File: config.mk
export PLATFORM = sky130hd
export DESIGN_NAME = echo_pulse_range_filter
export DESIGN_NICKNAME = d
export VERILOG_FILES = /design/src/design/eprf_pkg.sv /design/src/design/echo_pulse_range_filter.sv /design/src/design/eprf_datapath.sv /design/src/design/eprf_ctrl.sv
export SDC_FILE = /design/constraint.sdc
export NUM_CORES = 1
export LEC_CHECK = 0
export BUFFER_PORTS_ARGS = -buffer_cell sky130_fd_sc_hd__buf_2
export CAP_MARGIN = 20
export CORE_MARGIN = 5
export CORE_UTILIZATION = 66
export CTS_BUF_LIST = sky130_fd_sc_hd__clkbuf_8
export CTS_CLUSTER_DIAMETER = 50
export DETAILED_ROUTE_END_ITERATION = 12
export GPL_ROUTABILITY_DRIVEN = 0
export HOLD_SLACK_MARGIN = 0.06
export PLACE_DENSITY = 0.88
export SYNTH_ARGS = -nofsm -noshare
export SYNTH_HDL_FRONTEND = slang
export SYNTH_SLANG_ARGS = --single-unit
File: constraint.sdc
create_clock -name clk -period 8.2 [get_ports clk]
set_clock_uncertainty 0.1 [all_clocks]
set_input_delay 0 -clock clk [delete_from_list [all_inputs] [get_ports clk]]
set_output_delay 0 -clock clk [all_outputs]
set_load 0.01 [all_outputs]
File: src/design/eprf_pkg.sv
// Shared types, codes and constants of the echo pulse range filter.
package eprf_pkg;

  localparam int COUNT_BITS_DEF  = 16;
  localparam int WIDTH_BITS      = 16;
  localparam int MISS_BITS       = 8;
  localparam int SCALE_BITS      = 16;
  localparam int CM_BITS         = 11;
  localparam int DIGIT_BITS      = 4;
  localparam int CFG_IDX_BITS    = 1;
  localparam int CFG_DATA_BITS   = 16;

  localparam logic [MISS_BITS-1:0]  MISS_LIMIT_RST   = 8'd3;
  localparam logic [SCALE_BITS-1:0] TENTHS_SCALE_RST = 16'd11703;
  localparam logic [MISS_BITS-1:0]  MISS_MAX         = 8'hff;
  localparam logic [WIDTH_BITS-1:0] WIDTH_MAX        = 16'hffff;

  // Q16 factor from tenths to whole centimeters.
  localparam logic [12:0] CM_FACTOR = 13'd6554;
  // Reciprocal of ten: (x * DIV10_MUL) >> DIV10_SHIFT equals x / 10 for 16-bit x.
  localparam logic [15:0] DIV10_MUL   = 16'hcccd;
  localparam int          DIV10_SHIFT = 19;
  localparam logic [CM_BITS-1:0] CM_SAT = 11'h7ff;

  typedef enum logic [1:0] {
    OP_TICK = 2'd0,
    OP_EDGE = 2'd1,
    OP_POLL = 2'd2
  } op_t;

  typedef enum logic [CFG_IDX_BITS-1:0] {
    REG_MISS_LIMIT   = 1'd0,
    REG_TENTHS_SCALE = 1'd1
  } reg_idx_t;

  typedef enum logic [1:0] {
    ST_IDLE  = 2'd0,
    ST_SCALE = 2'd1,
    ST_CM    = 2'd2,
    ST_OUT   = 2'd3
  } state_t;

  typedef struct packed {
    logic accept;     // an input item is taken this cycle
    logic ld_tenths;  // register the scaled tenths value
    logic ld_cm;      // register centimeters and tenths digit
    logic load_out;   // move the result into the output register
  } cmd_t;

  typedef struct packed {
    logic poll_update;  // a poll now would update the filter
  } stat_t;

endpackage

File: src/design/echo_pulse_range_filter.sv
// Top level of the echo pulse range filter: controller, datapath and checks.
// This block times ultrasonic echo pulses against a free-running tick counter and turns
// them into a smoothed distance. Each item carries an op: a tick advances the counter, an
// edge item with level high latches the pulse start and with level low stores the pulse
// width, and a poll folds the latest width in at three-quarter weight when a fresh pulse
// was seen or the miss count has passed miss_limit. An updating poll yields one result
// item with whole centimeters, the tenths digit, the filtered width in ticks and a flag
// that marks an update forced without an echo. After a tick, an edge or a poll that does not
// update, the next item follows at once. An updating poll holds off the next item while it
// steps through the two multiply stages of the distance path and the load of the output
// register, and its last stage waits while an earlier result item is still held in the
// output register. Configuration writes take effect from the cycle after they are made.
module echo_pulse_range_filter import eprf_pkg::*; #(
  parameter int COUNT_BITS = COUNT_BITS_DEF
) (
  input  logic                     clk,
  input  logic                     rst_n,
  input  logic                     cfg_we,
  input  logic [CFG_IDX_BITS-1:0]  cfg_index,
  input  logic [CFG_DATA_BITS-1:0] cfg_wdata,
  input  logic                     in_valid,
  output logic                     in_stall,
  input  logic [1:0]               in_op,
  input  logic                     in_echo_level,
  output logic                     out_valid,
  input  logic                     out_stall,
  output logic [CM_BITS-1:0]       out_distance_cm,
  output logic [DIGIT_BITS-1:0]    out_distance_tenths,
  output logic [WIDTH_BITS-1:0]    out_filtered_ticks,
  output logic                     out_timed_out
);

  cmd_t  cmd;
  stat_t stat;

  // The controller decides when an item is taken and steps an updating poll
  // through the scale, centimeter and output stages.
  eprf_ctrl u_ctrl (
    .clk       (clk),
    .rst_n     (rst_n),
    .in_valid  (in_valid),
    .in_stall  (in_stall),
    .in_op     (in_op),
    .out_valid (out_valid),
    .out_stall (out_stall),
    .stat      (stat),
    .cmd       (cmd)
  );

  // The datapath holds all measurement state and the configuration registers.
  eprf_datapath #(
    .COUNT_BITS (COUNT_BITS)
  ) u_dp (
    .clk                 (clk),
    .rst_n               (rst_n),
    .cfg_we              (cfg_we),
    .cfg_index           (cfg_index),
    .cfg_wdata           (cfg_wdata),
    .in_op               (in_op),
    .in_echo_level       (in_echo_level),
    .cmd                 (cmd),
    .stat                (stat),
    .out_distance_cm     (out_distance_cm),
    .out_distance_tenths (out_distance_tenths),
    .out_filtered_ticks  (out_filtered_ticks),
    .out_timed_out       (out_timed_out)
  );

  // An updating poll must hold off the next item while its result is computed.
  a_poll_busy: assert property (@(posedge clk) disable iff (!rst_n)
    (cmd.accept && in_op == OP_POLL && stat.poll_update) |=> in_stall)
    else $error("input not stalled after an updating poll");

  // The tenths digit is a remainder of ten.
  a_digit_range: assert property (@(posedge clk) disable iff (!rst_n)
    out_valid |-> (out_distance_tenths <= 4'd9))
    else $error("tenths digit out of range");

  // Loading the output register always presents a result item.
  a_load_valid: assert property (@(posedge clk) disable iff (!rst_n)
    cmd.load_out |=> out_valid)
    else $error("result loaded but not presented");

  // A result is never loaded over one that is still waiting.
  a_no_overwrite: assert property (@(posedge clk) disable iff (!rst_n)
    cmd.load_out |-> (!out_valid || !out_stall))
    else $error("waiting result overwritten");

endmodule

File: src/design/eprf_datapath.sv
// Datapath: counter, pulse capture, filter, miss count and distance arithmetic.
module eprf_datapath import eprf_pkg::*; #(
  parameter int COUNT_BITS = COUNT_BITS_DEF
) (
  input  logic                     clk,
  input  logic                     rst_n,
  input  logic                     cfg_we,
  input  logic [CFG_IDX_BITS-1:0]  cfg_index,
  input  logic [CFG_DATA_BITS-1:0] cfg_wdata,
  input  logic [1:0]               in_op,
  input  logic                     in_echo_level,
  input  cmd_t                     cmd,
  output stat_t                    stat,
  output logic [CM_BITS-1:0]       out_distance_cm,
  output logic [DIGIT_BITS-1:0]    out_distance_tenths,
  output logic [WIDTH_BITS-1:0]    out_filtered_ticks,
  output logic                     out_timed_out
);

  logic [COUNT_BITS-1:0] tick_r, tick_nxt;
  logic [COUNT_BITS-1:0] start_r, start_nxt;
  logic [WIDTH_BITS-1:0] width_r, width_nxt;
  logic [WIDTH_BITS-1:0] smooth_r, smooth_nxt;
  logic [MISS_BITS-1:0]  miss_r, miss_nxt;
  logic [MISS_BITS-1:0]  limit_r;
  logic [SCALE_BITS-1:0] scale_r;
  logic                  timed_r, timed_nxt;

  logic [WIDTH_BITS-1:0] tenths_r;
  logic [CM_BITS-1:0]    cm_r;
  logic [DIGIT_BITS-1:0] digit_r;

  logic [COUNT_BITS-1:0] diff;
  logic [31:0]           diff_ext;
  logic [WIDTH_BITS-1:0] width_sat;
  logic [MISS_BITS-1:0]  miss_base;
  logic [31:0]           scale_prod;
  logic [28:0]           cm_prod;
  logic [31:0]           div_prod;
  logic [12:0]           quot;
  logic [15:0]           quot_x10;
  logic [15:0]           rem_full;

  assign stat.poll_update = (width_r != '0) || (miss_r > limit_r);

  assign diff      = tick_r - start_r;
  assign diff_ext  = 32'(diff);
  assign width_sat = (diff_ext > 32'(WIDTH_MAX)) ? WIDTH_MAX : diff_ext[WIDTH_BITS-1:0];
  assign miss_base = stat.poll_update ? '0 : miss_r;

  always_comb begin
    tick_nxt   = tick_r;
    start_nxt  = start_r;
    width_nxt  = width_r;
    smooth_nxt = smooth_r;
    miss_nxt   = miss_r;
    timed_nxt  = timed_r;
    if (cmd.accept) begin
      unique case (in_op)
        OP_TICK: tick_nxt = tick_r + 1'b1;
        OP_EDGE: begin
          if (in_echo_level) begin
            start_nxt = tick_r;
          end else begin
            width_nxt = width_sat;
          end
        end
        OP_POLL: begin
          if (stat.poll_update) begin
            smooth_nxt = (smooth_r >> 2) + (width_r >> 2) + (width_r >> 1);
            width_nxt  = '0;
            timed_nxt  = (width_r == '0);
          end
          miss_nxt = (miss_base < MISS_MAX) ? miss_base + 1'b1 : miss_base;
        end
        default: ;
      endcase
    end
  end

  // Distance arithmetic, one multiply level per stage.
  assign scale_prod = smooth_r * scale_r;
  assign cm_prod    = tenths_r * CM_FACTOR;
  assign div_prod   = tenths_r * DIV10_MUL;
  assign quot       = div_prod[DIV10_SHIFT+12:DIV10_SHIFT];
  assign quot_x10   = {quot, 3'b000} + {2'b00, quot, 1'b0};
  assign rem_full   = tenths_r - quot_x10;

  always_ff @(posedge clk) begin
    if (!rst_n) begin
      tick_r   <= '0;
      start_r  <= '0;
      width_r  <= '0;
      smooth_r <= '0;
      miss_r   <= '0;
      limit_r  <= MISS_LIMIT_RST;
      scale_r  <= TENTHS_SCALE_RST;
    end else begin
      tick_r   <= tick_nxt;
      start_r  <= start_nxt;
      width_r  <= width_nxt;
      smooth_r <= smooth_nxt;
      miss_r   <= miss_nxt;
      if (cfg_we) begin
        unique case (cfg_index)
          REG_MISS_LIMIT:   limit_r <= cfg_wdata[MISS_BITS-1:0];
          REG_TENTHS_SCALE: scale_r <= cfg_wdata[SCALE_BITS-1:0];
          default: ;
        endcase
      end
    end
  end

  always_ff @(posedge clk) begin
    timed_r <= timed_nxt;
    if (cmd.ld_tenths) begin
      tenths_r <= scale_prod[31:16];
    end
    if (cmd.ld_cm) begin
      cm_r    <= (cm_prod[28:16] > 13'(CM_SAT)) ? CM_SAT : cm_prod[16+CM_BITS-1:16];
      digit_r <= rem_full[DIGIT_BITS-1:0];
    end
    if (cmd.load_out) begin
      out_distance_cm     <= cm_r;
      out_distance_tenths <= digit_r;
      out_filtered_ticks  <= smooth_r;
      out_timed_out       <= timed_r;
    end
  end

endmodule

File: src/design/eprf_ctrl.sv
// Controller: sequences an updating poll and owns the handshakes.
module eprf_ctrl import eprf_pkg::*; (
  input  logic       clk,
  input  logic       rst_n,
  input  logic       in_valid,
  output logic       in_stall,
  input  logic [1:0] in_op,
  output logic       out_valid,
  input  logic       out_stall,
  input  stat_t      stat,
  output cmd_t       cmd
);

  state_t state_r, state_nxt;
  logic   out_valid_r, out_valid_nxt;
  logic   out_free;

  assign out_free  = !out_valid_r || !out_stall;
  assign out_valid = out_valid_r;

  always_comb begin
    state_nxt = state_r;
    unique case (state_r)
      ST_IDLE: begin
        if (in_valid && in_op == OP_POLL && stat.poll_update) begin
          state_nxt = ST_SCALE;
        end
      end
      ST_SCALE: state_nxt = ST_CM;
      ST_CM:    state_nxt = ST_OUT;
      ST_OUT: begin
        if (out_free) begin
          state_nxt = ST_IDLE;
        end
      end
      default: state_nxt = ST_IDLE;
    endcase
  end

  always_comb begin
    in_stall      = (state_r != ST_IDLE);
    cmd.accept    = in_valid && (state_r == ST_IDLE);
    cmd.ld_tenths = (state_r == ST_SCALE);
    cmd.ld_cm     = (state_r == ST_CM);
    cmd.load_out  = (state_r == ST_OUT) && out_free;
    if (cmd.load_out) begin
      out_valid_nxt = 1'b1;
    end else begin
      out_valid_nxt = out_valid_r && out_stall;
    end
  end

  always_ff @(posedge clk) begin
    if (!rst_n) begin
      state_r     <= ST_IDLE;
      out_valid_r <= 1'b0;
    end else begin
      state_r     <= state_nxt;
      out_valid_r <= out_valid_nxt;
    end
  end

endmodule

==> summary.txt <==
Clock Tree Root = clkbuf_8
Core Footprint = 32290 sq um
Fin util = 0.7081
# diodes = 0
Wirelength, routed = 51.12 mm
Fin crit share = 0.8659
Worst slew pin tran = 0.8584 ns
Worst Path Class, Setup = register to register
Hold_sp = cfg_wdata[1]
Crit path launch type = register
# nets final = 3003
Vias in the first global route = 17520
Fin. max-slew vios = 0
YS warnings = 0
Yosys cell types = 59
Fin. Hold Viols = 0
Max-slew headroom = 0.4278
F_max = 140.8 MHz
Multi-input gate area = 15600 sq um
Largest fanout on the critical path = 19
Drt drc = 0
Largest net degree at the start of global routing = 79
All-Layer GR Usage = 0.2926
Synth Area per Inst = 9.325 sq um
CTS tree = done
Fin area = 22860 sq um
GRT overflow = 0
Global-route wire length before repair = 85.94 mm
Seq/Total Area, Yosys = 0.1819
Area Overhead vs Synth = 6.548%
DR vias/cell = 5.819
Worst-Skew Late Latency = 0.50 ns
H-tree levels = 4
Post-Syn Area = 21460 sq um
TritonCTS Sinks = 163
Register area = 3904 sq um
Post-CTS Resized = 0
Syn Nets = 2946
Die H = 190.3 um
Initial Utilization = 0.6645
Cell count after synthesis = 2301
Clk buf depth = 2
Crit path DAT = 7.24 ns
I/O pins = 59
Status = complete, no violations
Post-CTS setup buffer count = 0
Post-DRT Antenna Nets = 0
TritonCTS Buffers = 17
Setup TNS = 0 ns
HP Class = primary input to register
EDFF count, synth = 64
Clk slew on worst S/H paths = 0.09 ns
Router iterations before antenna repair = 6
Port Buffers = 58
Crit path from = u_dp.smooth_r[6]$_SDFFE_PN0P_
Width of the die = 190.3 um
Minimum clock period = 7.101 ns
Core Rows = 66
R2r startpoint = u_dp.smooth_r[6]$_SDFFE_PN0P_
Avg WL per Cell = 18.17 um
DP Area = 22120 sq um
DRT iter0 DRCs = 1361
Data required time of the worst path = 8.34 ns
Filler cells = 2169
Fraction of registers with async set/reset = 0
DIE AREA = 36220 sq um
Layout cells sized above 1 = 0.04766
DP HPWL = 40.44 mm
Critical Path End Type = register
Initial antenna violation count = 0
Final Setup Violations = 0
Seq cells post-synth = 163
Via count = 16370
Synth Flop Type = dfxtp_1
RSZ-0062 raised after global routing = no
Max-cap viol count = 0
registers in the layout (all words and copies together), names as in the netlist, 16 cells and up:
signal,flops
u_dp.width_r,16
u_dp.scale_r,16
u_dp.tick_r,16
u_dp.out_filtered_ticks,16
u_dp.tenths_r,16
u_dp.smooth_r,16
u_dp.start_r,16
critical path, stage by stage, from the launching register on:
cell and delay [ns]:
dfxtp_1 0.83, nand2_1 0.18, fa_1 0.56, inv_1 0.05, fa_1 0.47, fa_1 0.54, fa_1 0.54, fa_1 0.56
inv_1 0.06, fa_1 0.54, inv_1 0.05, ha_1 0.35, a21oi_1 0.17, o21ai_1 0.12, a211oi_2 0.22, a31oi_2 0.16
a41o_1 0.36, a221o_1 0.39, a41oi_2 0.33, o21bai_1 0.11, xor2_1 0.15
cell usage in the layout (no fill, tap or decap), types with 6 or more instances in the layout:
master	instances
a21oi_1	101
ha_1	318
xnor2_1	58
inv_6	7
nand2_1	287
a21o_1	22
nand2b_1	7
o211ai_1	7
buf_2	59
nand4_1	12
and3_1	12
nor3_1	25
buf_4	6
fa_1	302
xor2_1	47
nor2_1	72
inv_1	462
o21bai_1	9
dfxtp_1	99
nor2b_1	11
dlygate4sd3_1	33
a31oi_1	10
a211oi_1	10
edfxtp_1	64
clkbuf_8	17
and2_1	142
o21ai_0	32
o21a_1	12
o22ai_1	6
nand3_1	49
routing by layer:
metal	wire, um	track usage	up-vias
met2	25650	0.5067	755
met5	0	0	-
met4	2074	0.1127	0
li1	-	-	7393
met1	19800	0.3680	8044
met3	3591	0.05090	178
per-stage QoR:
step	cells	hold slack [ns]	setup slack (ns)
after floorplan	2301	0.02397	1.784
after global placement	2746	0.1370	1.421
after detailed placement	2746	0.1372	1.142
after CTS	2811	0.1730	1.109
after global routing	2813	0.1951	0.7566
final	2813	0.1978	1.099
synth_stat cells, drive strengths merged (47+ instances only):
master,instances,area (sq um)
a21oi,103,523.0
and2,142,888.4
clkbuf,59,221.5
dfxtp,99,1982
edfxtp,64,1922
fa,302,6046
ha,318,3979
inv,464,1742
nand2,287,1077
nand3,49,245.2
nor2,72,270.3
xnor2,58,508.0
xor2,47,411.6
worst paths after layout:
kind	end	slack, ns	cells past startpoint
worst max-delay path	u_dp.tenths_r[14]$_DFFE_PN_	1.10	20
worst min-delay path	u_dp.scale_r[1]$_SDFFE_PN1P_	0.20	4
worst max register to register	u_dp.tenths_r[14]$_DFFE_PN_	1.10	20
worst min register to register	u_dp.out_distance_cm[1]$_DFFE_PP_	0.33	0
cell families (layout without fill, tap and decap cells):
group / Yosys count / after routing / share of synthesized area
AOI/OAI and AO/OA: 250 / 250 / 0.07452
and+or+nand+nor: 635 / 635 / 0.1399
xor gates and xnor gates: 105 / 105 / 0.04286
muxes: 4 / 4 / 0.001866
DFF: 163 / 163 / 0.1819
buffers and inverters: 524 / 594 / 0.09173
adders and majority gates: 620 / 620 / 0.4672
area by class of cell:
class	count	area share
repair buffers	98	0.02933
inverters	464	0.07618
flip-flops and latches	163	0.1708
clock inverters	15	0.007115
clock buffers	17	0.01023
multi-input cells	1614	0.6822
well taps	442	0.02419
repair_timing:
action | 4_1_cts | 5_1_grt
endpoints found under the setup margin | 0 | 0
hold buffers | 33 | 0
endpoints found under the hold margin | 78 | 0
Power is not shown: default switching activity piles up to over one toggle a cycle in this logic, so the estimate is an artifact.
